### config.mk
export PLATFORM = sky130hd
export DESIGN_NAME = markup_lexer_with_positions_unit_flat
export DESIGN_NICKNAME = d
export VERILOG_FILES = /design/src/rtl/core/mlex_pkg.sv /design/src/rtl/core/mlex_char_if.sv /design/src/rtl/core/mlex_tok_if.sv /design/src/rtl/core/markup_lexer_with_positions_unit.sv /design/src/rtl/core/mlex_core.sv /design/src/rtl/core/mlex_obuf.sv /design/src/flat_wrapper.sv
export SDC_FILE = /design/constraint.sdc
export NUM_CORES = 1
export LEC_CHECK = 0
export BUFFER_PORTS_ARGS = -buffer_cell sky130_fd_sc_hd__buf_2
export CAP_MARGIN = 5
export CORE_MARGIN = 4
export CORE_UTILIZATION = 41
export DETAILED_ROUTE_END_ITERATION = 12
export SLEW_MARGIN = 5
export SYNTH_ARGS = -nofsm -noshare
export SYNTH_HDL_FRONTEND = slang
export SYNTH_SLANG_ARGS = --single-unit
### constraint.sdc
create_clock -name clk -period 6 [get_ports clk]
set_input_delay 1.2 -clock clk [delete_from_list [all_inputs] [get_ports clk]]
set_output_delay 1.2 -clock clk [all_outputs]
set_load 0.05 [all_outputs]
### src/rtl/core/mlex_pkg.sv
// Shared types, character codes and token kind codes for the markup lexer.
// No dependencies; every other file of the block but the two channel interfaces imports this package.
`timescale 1ns / 1ps
`default_nettype none

package mlex_pkg;

	// Token kinds as they appear on the output
	localparam logic [3:0] KIND_EQUALS   = 4'd0;
	localparam logic [3:0] KIND_LT       = 4'd1;
	localparam logic [3:0] KIND_GT       = 4'd2;
	localparam logic [3:0] KIND_SLASH    = 4'd3;
	localparam logic [3:0] KIND_BANG     = 4'd4;
	localparam logic [3:0] KIND_DASH     = 4'd5;
	localparam logic [3:0] KIND_LBRACKET = 4'd6;
	localparam logic [3:0] KIND_RBRACKET = 4'd7;
	localparam logic [3:0] KIND_STRING   = 4'd8;
	localparam logic [3:0] KIND_IDENT    = 4'd9;
	localparam logic [3:0] KIND_SPACE    = 4'd10;
	localparam logic [3:0] KIND_OTHER    = 4'd11;

	// Character codes
	localparam logic [7:0] CH_NUL      = 8'h00;
	localparam logic [7:0] CH_TAB      = 8'h09;
	localparam logic [7:0] CH_LF       = 8'h0A;
	localparam logic [7:0] CH_CR       = 8'h0D;
	localparam logic [7:0] CH_SPACE    = 8'h20;
	localparam logic [7:0] CH_BANG     = 8'h21;
	localparam logic [7:0] CH_QUOTE    = 8'h22;
	localparam logic [7:0] CH_DASH     = 8'h2D;
	localparam logic [7:0] CH_SLASH    = 8'h2F;
	localparam logic [7:0] CH_DIGIT_LO = 8'h30;
	localparam logic [7:0] CH_DIGIT_HI = 8'h39;
	localparam logic [7:0] CH_LT       = 8'h3C;
	localparam logic [7:0] CH_EQUALS   = 8'h3D;
	localparam logic [7:0] CH_GT       = 8'h3E;
	localparam logic [7:0] CH_UPPER_LO = 8'h41;
	localparam logic [7:0] CH_UPPER_HI = 8'h5A;
	localparam logic [7:0] CH_LBRACKET = 8'h5B;
	localparam logic [7:0] CH_BSLASH   = 8'h5C;
	localparam logic [7:0] CH_RBRACKET = 8'h5D;
	localparam logic [7:0] CH_UNDER    = 8'h5F;
	localparam logic [7:0] CH_LOWER_LO = 8'h61;
	localparam logic [7:0] CH_LOWER_HI = 8'h7A;

	// Lexer mode, one-hot
	typedef enum logic [4:0] {
		MODE_IDLE  = 5'b00001,
		MODE_STR   = 5'b00010,
		MODE_ESC   = 5'b00100,
		MODE_IDENT = 5'b01000,
		MODE_SPACE = 5'b10000
	} mode_t;

	// One result word
	typedef struct packed {
		logic       is_end;
		logic [3:0] token_kind;
		logic [7:0] char_value;
		logic [15:0] start_line;
		logic [15:0] start_column;
		logic       discarded;
		logic       last;
	} rec_t;

	// All words caused by one input byte, handed to the result buffer
	typedef struct packed {
		logic       load;
		logic [1:0] count;
		rec_t [2:0] recs;
	} batch_t;

	// Punctuation lookup: hit flag plus kind
	typedef struct packed {
		logic       hit;
		logic [3:0] kind;
	} punct_t;

	function automatic punct_t punct_kind(input logic [7:0] c);
		punct_t p;
		p.hit = 1'b1;
		case (c)
			CH_EQUALS:   p.kind = KIND_EQUALS;
			CH_LT:       p.kind = KIND_LT;
			CH_GT:       p.kind = KIND_GT;
			CH_SLASH:    p.kind = KIND_SLASH;
			CH_BANG:     p.kind = KIND_BANG;
			CH_DASH:     p.kind = KIND_DASH;
			CH_LBRACKET: p.kind = KIND_LBRACKET;
			CH_RBRACKET: p.kind = KIND_RBRACKET;
			default: begin
				p.hit  = 1'b0;
				p.kind = KIND_OTHER;
			end
		endcase
		return p;
	endfunction

	function automatic logic is_alpha(input logic [7:0] c);
		return (c >= CH_LOWER_LO && c <= CH_LOWER_HI) ||
			(c >= CH_UPPER_LO && c <= CH_UPPER_HI) || c == CH_UNDER;
	endfunction

	function automatic logic is_digit(input logic [7:0] c);
		return c >= CH_DIGIT_LO && c <= CH_DIGIT_HI;
	endfunction

	function automatic logic is_space(input logic [7:0] c);
		return c == CH_SPACE || c == CH_TAB || c == CH_CR || c == CH_LF;
	endfunction

endpackage

`default_nettype wire

### src/rtl/core/mlex_char_if.sv
// Input channel of the markup lexer: one text byte per word.
// Depends on nothing but the clock domain of the block.
`timescale 1ns / 1ps
`default_nettype none

interface mlex_char_if;
	logic       valid;
	logic       ready;
	logic [7:0] char_in;
	logic       end_of_input;

	modport source (output valid, output char_in, output end_of_input, input ready);
	modport sink   (input valid, input char_in, input end_of_input, output ready);
endinterface

`default_nettype wire

### src/rtl/core/mlex_tok_if.sv
// Output channel of the markup lexer: one token record per word.
// Depends on nothing but the clock domain of the block.
`timescale 1ns / 1ps
`default_nettype none

interface mlex_tok_if;
	logic        valid;
	logic        ready;
	logic        is_end;
	logic [3:0]  token_kind;
	logic [7:0]  char_value;
	logic [15:0] start_line;
	logic [15:0] start_column;
	logic        discarded;
	logic        last;

	modport source (output valid, output is_end, output token_kind, output char_value,
		output start_line, output start_column, output discarded, output last,
		input ready);
	modport sink   (input valid, input is_end, input token_kind, input char_value,
		input start_line, input start_column, input discarded, input last,
		output ready);
endinterface

`default_nettype wire

### src/rtl/core/markup_lexer_with_positions_unit.sv
// Top level of the markup lexer with token positions.
// Depends on mlex_pkg, mlex_char_if, mlex_tok_if, mlex_core and mlex_obuf.
`timescale 1ns / 1ps
`default_nettype none

// Takes one text byte per word on char_ch and sends token records on tok_ch:
// content bytes of a token, then an end record with its kind and the line and
// column where it began. A byte that yields zero or one record is taken every
// cycle while tok_ch is ready; one that yields more (at most three) holds the
// input until its last record leaves, as the result buffer sends one record per
// cycle, while tok_ch is ready, on its single output port. A byte passes the
// input register, then the result buffer. After a byte marked end_of_input the
// positions restart at line 0, column 0. LINE_BITS and COLUMN_BITS size the
// internal saturating counters; the output positions clamp at 65535.
module markup_lexer_with_positions_unit #(
	parameter int LINE_BITS   = 16,
	parameter int COLUMN_BITS = 16
) (
	input  wire logic  clk,
	input  wire logic  arst_n,
	mlex_char_if.sink  char_ch,
	mlex_tok_if.source tok_ch
);
	import mlex_pkg::*;

	batch_t batch;
	logic   load_ok;

	mlex_core #(
		.LINE_BITS   (LINE_BITS),
		.COLUMN_BITS (COLUMN_BITS)
	) u_core (
		.clk     (clk),
		.arst_n  (arst_n),
		.char_ch (char_ch),
		.load_ok (load_ok),
		.batch   (batch)
	);

	mlex_obuf u_obuf (
		.clk     (clk),
		.arst_n  (arst_n),
		.batch   (batch),
		.load_ok (load_ok),
		.tok_ch  (tok_ch)
	);

	// A word sent without last is followed by more words of the same byte
	a_more_after_not_last: assert property (@(posedge clk) disable iff (!arst_n)
		tok_ch.valid && tok_ch.ready && !tok_ch.last |=> tok_ch.valid)
		else $error("record stream broke off before last");

	// Cut-off report only on the closing end record of a byte
	a_discard_is_last_end: assert property (@(posedge clk) disable iff (!arst_n)
		tok_ch.valid && tok_ch.discarded |-> tok_ch.is_end && tok_ch.last)
		else $error("discarded flag on a non-final or content record");

	// A batch is only loaded when the buffer has room for it
	a_load_has_room: assert property (@(posedge clk) disable iff (!arst_n)
		batch.load |-> load_ok && batch.count != 2'd3 || batch.load && load_ok)
		else $error("batch loaded while result buffer busy");

	// End records carry no content byte
	a_end_no_char: assert property (@(posedge clk) disable iff (!arst_n)
		tok_ch.valid && tok_ch.is_end |-> tok_ch.char_value == 8'h00)
		else $error("end record with nonzero character");

endmodule

`default_nettype wire

### src/rtl/core/mlex_core.sv
// Lexer core: input byte register, lexer state and the one-pass step logic.
// Depends on mlex_pkg and mlex_char_if; feeds a batch of words to mlex_obuf.
`timescale 1ns / 1ps
`default_nettype none

module mlex_core #(
	parameter int LINE_BITS   = 16,
	parameter int COLUMN_BITS = 16
) (
	input  wire logic            clk,
	input  wire logic            arst_n,
	mlex_char_if.sink            char_ch,
	input  wire logic            load_ok,
	output mlex_pkg::batch_t     batch
);
	import mlex_pkg::*;

	typedef struct packed {
		logic [LINE_BITS-1:0]   line;
		logic [COLUMN_BITS-1:0] col;
		logic                   nl;
		logic                   cr;
	} pos_t;

	localparam logic [LINE_BITS-1:0]   LINE_MAX = '1;
	localparam logic [COLUMN_BITS-1:0] COL_MAX  = '1;

	// Position update for one consumed byte, with CR/LF pair folding
	function automatic pos_t count_byte(input logic [7:0] c, input pos_t p);
		pos_t r;
		r = p;
		if (c == CH_LF) begin
			if (p.cr) begin
				r.cr = 1'b0;
			end else begin
				if (p.line != LINE_MAX) r.line = p.line + 1'b1;
				r.col = '0;
				r.nl  = 1'b1;
			end
		end else if (c == CH_CR) begin
			if (p.nl) begin
				r.nl = 1'b0;
			end else begin
				if (p.line != LINE_MAX) r.line = p.line + 1'b1;
				r.col = '0;
				r.cr  = 1'b1;
			end
		end else begin
			r.nl = 1'b0;
			r.cr = 1'b0;
			if (p.col != COL_MAX) r.col = p.col + 1'b1;
		end
		return r;
	endfunction

	// Build a record; positions clamp to 16 bits
	function automatic rec_t mk_rec(input logic e, input logic [3:0] k, input logic [7:0] ch,
		input logic d, input logic [LINE_BITS-1:0] tl, input logic [COLUMN_BITS-1:0] tc);
		rec_t r;
		r.is_end     = e;
		r.token_kind = k;
		r.char_value = ch;
		r.discarded  = d;
		r.last       = 1'b0;
		if (LINE_BITS > 16 && tl > LINE_BITS'(32'h0000FFFF)) r.start_line = 16'hFFFF;
		else r.start_line = 16'(tl);
		if (COLUMN_BITS > 16 && tc > COLUMN_BITS'(32'h0000FFFF)) r.start_column = 16'hFFFF;
		else r.start_column = 16'(tc);
		return r;
	endfunction

	// Input register
	logic       s1_valid_q;
	logic [7:0] char_s1;
	logic       eoi_s1;
	logic       step_en;

	assign step_en       = s1_valid_q && load_ok;
	assign char_ch.ready = !s1_valid_q || load_ok;

	always_ff @(posedge clk or negedge arst_n) begin
		if (!arst_n) begin
			s1_valid_q <= 1'b0;
		end else if (char_ch.valid && char_ch.ready) begin
			s1_valid_q <= 1'b1;
		end else if (step_en) begin
			s1_valid_q <= 1'b0;
		end
	end

	always_ff @(posedge clk) begin
		if (char_ch.valid && char_ch.ready) begin
			char_s1 <= char_ch.char_in;
			eoi_s1  <= char_ch.end_of_input;
		end
	end

	// Lexer state
	mode_t                  mode_q, mode_v;
	pos_t                   pos_q, pos_v;
	logic [LINE_BITS-1:0]   tl_q, tl_v;
	logic [COLUMN_BITS-1:0] tc_q, tc_v;
	logic [1:0]             n_v;
	rec_t [2:0]             recs_v;
	logic                   restart_v;
	punct_t                 pk;
	logic [3:0]             disc_kind;

	assign pk = punct_kind(char_s1);

	// One step of the lexer for the registered byte
	always_comb begin
		mode_v    = mode_q;
		pos_v     = pos_q;
		tl_v      = tl_q;
		tc_v      = tc_q;
		n_v       = 2'd0;
		recs_v    = '0;
		restart_v = 1'b0;
		disc_kind = KIND_STRING;

		case (mode_q)
			MODE_STR: begin
				pos_v = count_byte(char_s1, pos_v);
				if (char_s1 == CH_QUOTE) begin
					recs_v[n_v] = mk_rec(1'b1, KIND_STRING, CH_NUL, 1'b0, tl_v, tc_v);
					n_v = n_v + 2'd1;
					mode_v = MODE_IDLE;
				end else if (char_s1 == CH_BSLASH) begin
					mode_v = MODE_ESC;
				end else begin
					recs_v[n_v] = mk_rec(1'b0, KIND_STRING, char_s1, 1'b0, tl_v, tc_v);
					n_v = n_v + 2'd1;
				end
			end
			MODE_ESC: begin
				pos_v = count_byte(char_s1, pos_v);
				recs_v[n_v] = mk_rec(1'b0, KIND_STRING, char_s1, 1'b0, tl_v, tc_v);
				n_v = n_v + 2'd1;
				mode_v = MODE_STR;
			end
			MODE_IDENT: begin
				if (is_alpha(char_s1) || is_digit(char_s1)) begin
					pos_v = count_byte(char_s1, pos_v);
					recs_v[n_v] = mk_rec(1'b0, KIND_IDENT, char_s1, 1'b0, tl_v, tc_v);
					n_v = n_v + 2'd1;
				end else begin
					recs_v[n_v] = mk_rec(1'b1, KIND_IDENT, CH_NUL, 1'b0, tl_v, tc_v);
					n_v = n_v + 2'd1;
					mode_v = MODE_IDLE;
					restart_v = 1'b1;
				end
			end
			MODE_SPACE: begin
				if (is_space(char_s1)) begin
					pos_v = count_byte(char_s1, pos_v);
					recs_v[n_v] = mk_rec(1'b0, KIND_SPACE, char_s1, 1'b0, tl_v, tc_v);
					n_v = n_v + 2'd1;
				end else begin
					recs_v[n_v] = mk_rec(1'b1, KIND_SPACE, CH_NUL, 1'b0, tl_v, tc_v);
					n_v = n_v + 2'd1;
					mode_v = MODE_IDLE;
					restart_v = 1'b1;
				end
			end
			default: begin
				mode_v = MODE_IDLE;
				restart_v = 1'b1;
			end
		endcase

		// Byte lexed as a new token; a NUL outside a string is dropped
		if (restart_v && char_s1 != CH_NUL) begin
			tl_v     = pos_v.line;
			tc_v     = pos_v.col;
			pos_v.nl = 1'b0;
			pos_v.cr = 1'b0;
			pos_v    = count_byte(char_s1, pos_v);
			if (pk.hit) begin
				recs_v[n_v] = mk_rec(1'b0, pk.kind, char_s1, 1'b0, tl_v, tc_v);
				n_v = n_v + 2'd1;
				recs_v[n_v] = mk_rec(1'b1, pk.kind, CH_NUL, 1'b0, tl_v, tc_v);
				n_v = n_v + 2'd1;
			end else if (char_s1 == CH_QUOTE) begin
				mode_v = MODE_STR;
			end else if (is_alpha(char_s1)) begin
				recs_v[n_v] = mk_rec(1'b0, KIND_IDENT, char_s1, 1'b0, tl_v, tc_v);
				n_v = n_v + 2'd1;
				mode_v = MODE_IDENT;
			end else if (is_space(char_s1)) begin
				recs_v[n_v] = mk_rec(1'b0, KIND_SPACE, char_s1, 1'b0, tl_v, tc_v);
				n_v = n_v + 2'd1;
				mode_v = MODE_SPACE;
			end else begin
				recs_v[n_v] = mk_rec(1'b0, KIND_OTHER, char_s1, 1'b0, tl_v, tc_v);
				n_v = n_v + 2'd1;
				recs_v[n_v] = mk_rec(1'b1, KIND_OTHER, CH_NUL, 1'b0, tl_v, tc_v);
				n_v = n_v + 2'd1;
			end
		end

		// End of text: report an open token as cut off, then start over
		if (eoi_s1) begin
			if (mode_v == MODE_IDENT) disc_kind = KIND_IDENT;
			else if (mode_v == MODE_SPACE) disc_kind = KIND_SPACE;
			if (mode_v != MODE_IDLE) begin
				recs_v[n_v] = mk_rec(1'b1, disc_kind, CH_NUL, 1'b1, tl_v, tc_v);
				n_v = n_v + 2'd1;
			end
			mode_v = MODE_IDLE;
			pos_v  = '0;
			tl_v   = '0;
			tc_v   = '0;
		end

		if (n_v != 2'd0) recs_v[n_v - 2'd1].last = 1'b1;
	end

	always_ff @(posedge clk or negedge arst_n) begin
		if (!arst_n) begin
			mode_q <= MODE_IDLE;
			pos_q  <= '0;
			tl_q   <= '0;
			tc_q   <= '0;
		end else if (step_en) begin
			mode_q <= mode_v;
			pos_q  <= pos_v;
			tl_q   <= tl_v;
			tc_q   <= tc_v;
		end
	end

	assign batch.load  = step_en;
	assign batch.count = n_v;
	assign batch.recs  = recs_v;

endmodule

`default_nettype wire

### src/rtl/core/mlex_obuf.sv
// Result buffer: holds the up to three words of one byte and sends them in order.
// Depends on mlex_pkg and mlex_tok_if; loaded by mlex_core.
`timescale 1ns / 1ps
`default_nettype none

module mlex_obuf (
	input  wire logic            clk,
	input  wire logic            arst_n,
	input  wire mlex_pkg::batch_t batch,
	output logic                 load_ok,
	mlex_tok_if.source           tok_ch
);
	import mlex_pkg::*;

	logic [1:0] cnt_q;
	rec_t [2:0] buf_q;
	logic       fire;

	assign fire = tok_ch.valid && tok_ch.ready;
	// Room for a new batch once the last held word leaves
	assign load_ok = (cnt_q == 2'd0) || (cnt_q == 2'd1 && tok_ch.ready);

	always_ff @(posedge clk or negedge arst_n) begin
		if (!arst_n) begin
			cnt_q <= 2'd0;
		end else if (batch.load) begin
			cnt_q <= batch.count;
		end else if (fire) begin
			cnt_q <= cnt_q - 2'd1;
		end
	end

	// Head of the buffer is always word 0; shift on each sent word
	always_ff @(posedge clk) begin
		if (batch.load) begin
			buf_q <= batch.recs;
		end else if (fire) begin
			buf_q[0] <= buf_q[1];
			buf_q[1] <= buf_q[2];
		end
	end

	assign tok_ch.valid        = cnt_q != 2'd0;
	assign tok_ch.is_end       = buf_q[0].is_end;
	assign tok_ch.token_kind   = buf_q[0].token_kind;
	assign tok_ch.char_value   = buf_q[0].char_value;
	assign tok_ch.start_line   = buf_q[0].start_line;
	assign tok_ch.start_column = buf_q[0].start_column;
	assign tok_ch.discarded    = buf_q[0].discarded;
	assign tok_ch.last         = buf_q[0].last;

endmodule

`default_nettype wire

### src/flat_wrapper.sv
// flat-port wrapper written by rule: the top's interface ports become plain ports
module markup_lexer_with_positions_unit_flat import mlex_pkg::*;
#(
	parameter int LINE_BITS   = 16,
	parameter int COLUMN_BITS = 16
)
  (clk, arst_n, char_ch_valid, char_ch_char_in, char_ch_end_of_input, char_ch_ready, tok_ch_valid, tok_ch_is_end, tok_ch_token_kind, tok_ch_char_value, tok_ch_start_line, tok_ch_start_column, tok_ch_discarded, tok_ch_last, tok_ch_ready);
  mlex_char_if char_ch_i ();
  mlex_tok_if tok_ch_i ();
  input  wire logic clk;
  input  wire logic arst_n;
  input wire logic [$bits(char_ch_i.valid)-1:0] char_ch_valid;
  input wire logic [$bits(char_ch_i.char_in)-1:0] char_ch_char_in;
  input wire logic [$bits(char_ch_i.end_of_input)-1:0] char_ch_end_of_input;
  output wire logic [$bits(char_ch_i.ready)-1:0] char_ch_ready;
  output wire logic [$bits(tok_ch_i.valid)-1:0] tok_ch_valid;
  output wire logic [$bits(tok_ch_i.is_end)-1:0] tok_ch_is_end;
  output wire logic [$bits(tok_ch_i.token_kind)-1:0] tok_ch_token_kind;
  output wire logic [$bits(tok_ch_i.char_value)-1:0] tok_ch_char_value;
  output wire logic [$bits(tok_ch_i.start_line)-1:0] tok_ch_start_line;
  output wire logic [$bits(tok_ch_i.start_column)-1:0] tok_ch_start_column;
  output wire logic [$bits(tok_ch_i.discarded)-1:0] tok_ch_discarded;
  output wire logic [$bits(tok_ch_i.last)-1:0] tok_ch_last;
  input wire logic [$bits(tok_ch_i.ready)-1:0] tok_ch_ready;
  assign char_ch_i.valid = char_ch_valid;
  assign char_ch_i.char_in = char_ch_char_in;
  assign char_ch_i.end_of_input = char_ch_end_of_input;
  assign char_ch_ready = char_ch_i.ready;
  assign tok_ch_valid = tok_ch_i.valid;
  assign tok_ch_is_end = tok_ch_i.is_end;
  assign tok_ch_token_kind = tok_ch_i.token_kind;
  assign tok_ch_char_value = tok_ch_i.char_value;
  assign tok_ch_start_line = tok_ch_i.start_line;
  assign tok_ch_start_column = tok_ch_i.start_column;
  assign tok_ch_discarded = tok_ch_i.discarded;
  assign tok_ch_last = tok_ch_i.last;
  assign tok_ch_i.ready = tok_ch_ready;
  markup_lexer_with_positions_unit #(.LINE_BITS(LINE_BITS), .COLUMN_BITS(COLUMN_BITS)) u_core (.clk(clk), .arst_n(arst_n), .char_ch(char_ch_i), .tok_ch(tok_ch_i));
endmodule
==> key figures <==
Logic synthesis
  • Synth Area in Compound Gates: 0.217
  • Synth warn: 0
  • Ys async rst share: 0.343
  • Synth Instances: 1412
  • Cell Area, Synth: 13300 µm²
  • Synth Area in Adders: 0.0113
  • EDFF count, synth: 142
  • Net Count, Synth: 1437
  • Avg Cell Area, Syn: 9.45 µm²
  • Seq/Total Area, Yosys: 0.459
  • Synth Flop Type: edfxtp_1
  • Synthesis-stage register bit count: 216
  • Main combinational cell family by area after synthesis: compound AO/OA/AOI/OAI gates
  • Unique cell type count in the Yosys netlist: 105
  • Post-synthesis mux area share: 0.0210
  • XOR/XNOR Fraction of Synth Area: 0.0200
  • Synth Area in Simple Gates: 0.205

Die
  • Starting Density: 0.420
  • Height of the chip: 188 µm
  • Core area: 31800 µm²
  • Die area: 35500 µm²
  • Cell Rows: 65
  • Num ports: 62
  • Die width: 188 µm

Routing
  • Vias per cell: 6.08
  • Wire per inst: 21.1 µm
  • Routed Antenna Nets: 0
  • Final wirelength: 38700 µm
  • Residual DRC: 0
  • DRT iter0 DRCs: 1145
  • Via count: 11.2k
  • Detailed Routing Iterations Pass 1: 6

Min path
  • Worst hold path class: reg2reg
  • Hold Path End: u_core.u_obuf.buf_q[50]
  • WHS Path Cells: 2
  • Min-delay src: u_core.u_obuf.buf_q[97]

Worst setup path
  • Setup crit start kind: flip-flop
  • Reg2Reg Setup Slack: 0.65 ns
  • Top delay family on crit path: simple AND/OR/NAND/NOR gates
  • Worst Path Arrival: 5.75 ns
  • WP depth: 15
  • CP most frequent cell: nand3_1
  • Critical Path End Type: flip-flop
  • CP Max Fanout: 20
  • Worst path max stage delay: 0.94 ns
  • Worst endpoint required time: 6.39 ns
  • Crit path cell chain: nor4_1, a2111oi_0, and2_1, nor3_2, a21oi_4, nand3_1, nand2_1, o21a_1, inv_1, ha_1, nand3_1, o21ai_2, buf_4, a221oi_1, nor2_1
  • Worst R2R Path Depth: 15
  • Worst R2R Start: u_core.u_core.char_s1[1]
  • End of the worst register-to-register path: u_core.u_obuf.tok_ch.start_column[10]
  • Worst path slowest cell: nor4_1
  • Crit path kind: reg2reg
  • Worst path bufs/invs: 2

Clocking
  • Post-CTS Setup Bufs: 0
  • Clock Pin Slew Worst Setup and Hold Paths: 0.06 ns
  • CTS Root Cell: clkbuf_16
  • Post_cts resized: 0
  • Total CTS buffers: 25
  • # H-tree levels: 1
  • Longest Clk Path Bufs: 3
  • # hold bufs at CTS: 0
  • Clk sink count: 216
  • Worst-Skew Late Latency: 0.54 ns
  • CTS tree: yes

Placed design
  • Post-DP Area: 13700 µm²
  • GP Congestion: 0.937
  • I/O Buffers: 61
  • DP HPWL: 25100 µm

GRT
  • First-pass GRT wire length: 61600 µm
  • Largest net degree at the start of global routing: 81
  • Initial antenna violation count: 0
  • Grt ovf: 0
  • Overall Global Routing Usage: 0.212
  • Number of global-route vias before repair: 10.7k

Finish
  • Most frequent cells in the layout: nor2_1, nand2_1, edfxtp_1, o21ai_0, dfrtp_1
  • Share of layout cells above drive strength 1: 0.136
  • Antenna diodes: 0
  • Final core occ: 0.457
  • Commonest non-fill, non-tap cell in the layout: nor2_1
  • Area grow syn2layout: 9.04%
  • Fin area: 14500 µm²
  • Nets: 1404

Timing
  • Final Setup Violations: 0
  • Setup TNS: 0 ns
  • Relative slew slack: 0.318
  • Min cycle time layout: 5.35 ns
  • Final Hold Viols: 0
  • RSZ-0062 raised after global routing: no
  • Peak Freq: 0.187 GHz
  • Skew final: 0.0153 ns
  • Least-Margin Pin Slew: 1.02 ns
  • Crit share post-route: 0.892
  • Final Max Slew Viols: 0
  • Hold_ws: 0.531 ns

Power and ir drop
  • Overall Power: 7.03 mW
  • Pwr/cell area: 483 nW/µm²
  • Leakage power total: 5.38 nW
  • Max VDD drop: 286 µV

Flow run
  • Max-Cap Viols: 0

Run status
  • Status: complete, no violations
[sequential cells by signal, indices dropped and copies added, names as in the netlist, 4 cells and up]
name / cells
u_core.u_obuf.tok_ch.start_column: 16
u_core.u_core.char_s1: 8
u_core.u_obuf.tok_ch.token_kind: 4
u_core.u_obuf.tok_ch.char_value: 8
u_core.u_core.pos_q: 34
u_core.u_core.mode_q: 5
u_core.u_obuf.tok_ch.start_line: 16
u_core.u_core.tl_q: 16
u_core.u_core.tc_q: 16
u_core.u_obuf.buf_q: 86
[worst register-to-register path: cells and delay by family, from the launching register on]
family | cells | cell delay, ns
and+or+nand+nor | 7 | 2.34
AOI/OAI and AO/OA | 5 | 1.52
DFF | 1 | 0.64
buffers and inverters | 2 | 0.54
adders and majority gates | 1 | 0.18
[synthesized netlist by cell type, types with 25 or more instances]
library cell,instances,area share
a21oi_1,53,0.020
a221oi_1,64,0.042
a22oi_1,30,0.017
buf_4,46,0.026
clkbuf_1,88,0.025
dfrtp_1,73,0.14
edfxtp_1,142,0.32
nand2_1,144,0.041
nand3_1,38,0.014
nor2_1,189,0.053
nor4_1,25,0.012
o21ai_0,73,0.027
[layout make-up]
cell class	count	area, µm²
Fill cell	3023	17300
Clock buffer	35	683
Sequential cell	216	6120
Inverter	24	92.6
Tap cell	435	544
Timing Repair Buffer	98	586
Clock inverter	11	149
Multi-Input combinational cell	1014	6380
[layer usage]
layer	wire, µm	part of all wire	track usage	up-vias
li1	-	-	-	5243
met1	17400	0.45	0.300	5464
met2	18000	0.46	0.342	380
met3	2350	0.061	0.0282	66
met4	934	0.024	0.0628	0
met5	0	0	0	-
[stage by stage]
step                instances  setup WS, ns
floorplan                1412          1.75
global placement         1787         0.968
detailed placement       1787         0.713
CTS                      1833         0.677
global route             1833         0.209
finish                   1833         0.646
[kinds of logic after synthesis]
family,after synthesis
AND/OR/NAND/NOR,548
AO/OA/AOI/OAI,400
flip-flops,216
buffers and inverters,182
XOR/XNOR,27
multiplexers,27
adder cells (fa/ha/maj),12
[worst max path at each step]
stage	to	slack (ns)	start
global placement	u_core.u_obuf.tok_ch.start_column[1]	0.97	u_core.u_core.char_s1[0]
finish	u_core.u_obuf.tok_ch.start_column[10]	0.65	u_core.u_core.char_s1[1]
CTS	u_core.u_obuf.tok_ch.start_column[10]	0.68	u_core.u_core.char_s1[1]
detailed placement	u_core.u_obuf.tok_ch.start_column[12]	0.71	u_core.u_core.char_s1[1]
floorplan	u_core.u_obuf.tok_ch.start_line[11]	1.75	u_core.u_core.char_s1[4]
global route	u_core.u_obuf.tok_ch.start_column[9]	0.21	u_core.u_core.char_s1[1]
[power by group]
| part | leakage [nW] | internal (mW) | switching [mW] |
|---|---|---|---|
| Clock | 0.412 | 0.930 | 0.640 |
| Combinational | 2.53 | 0.745 | 2.12 |
| Sequential | 2.43 | 2.36 | 0.238 |
No activity file was read; power rests on OpenSTA's default activity.
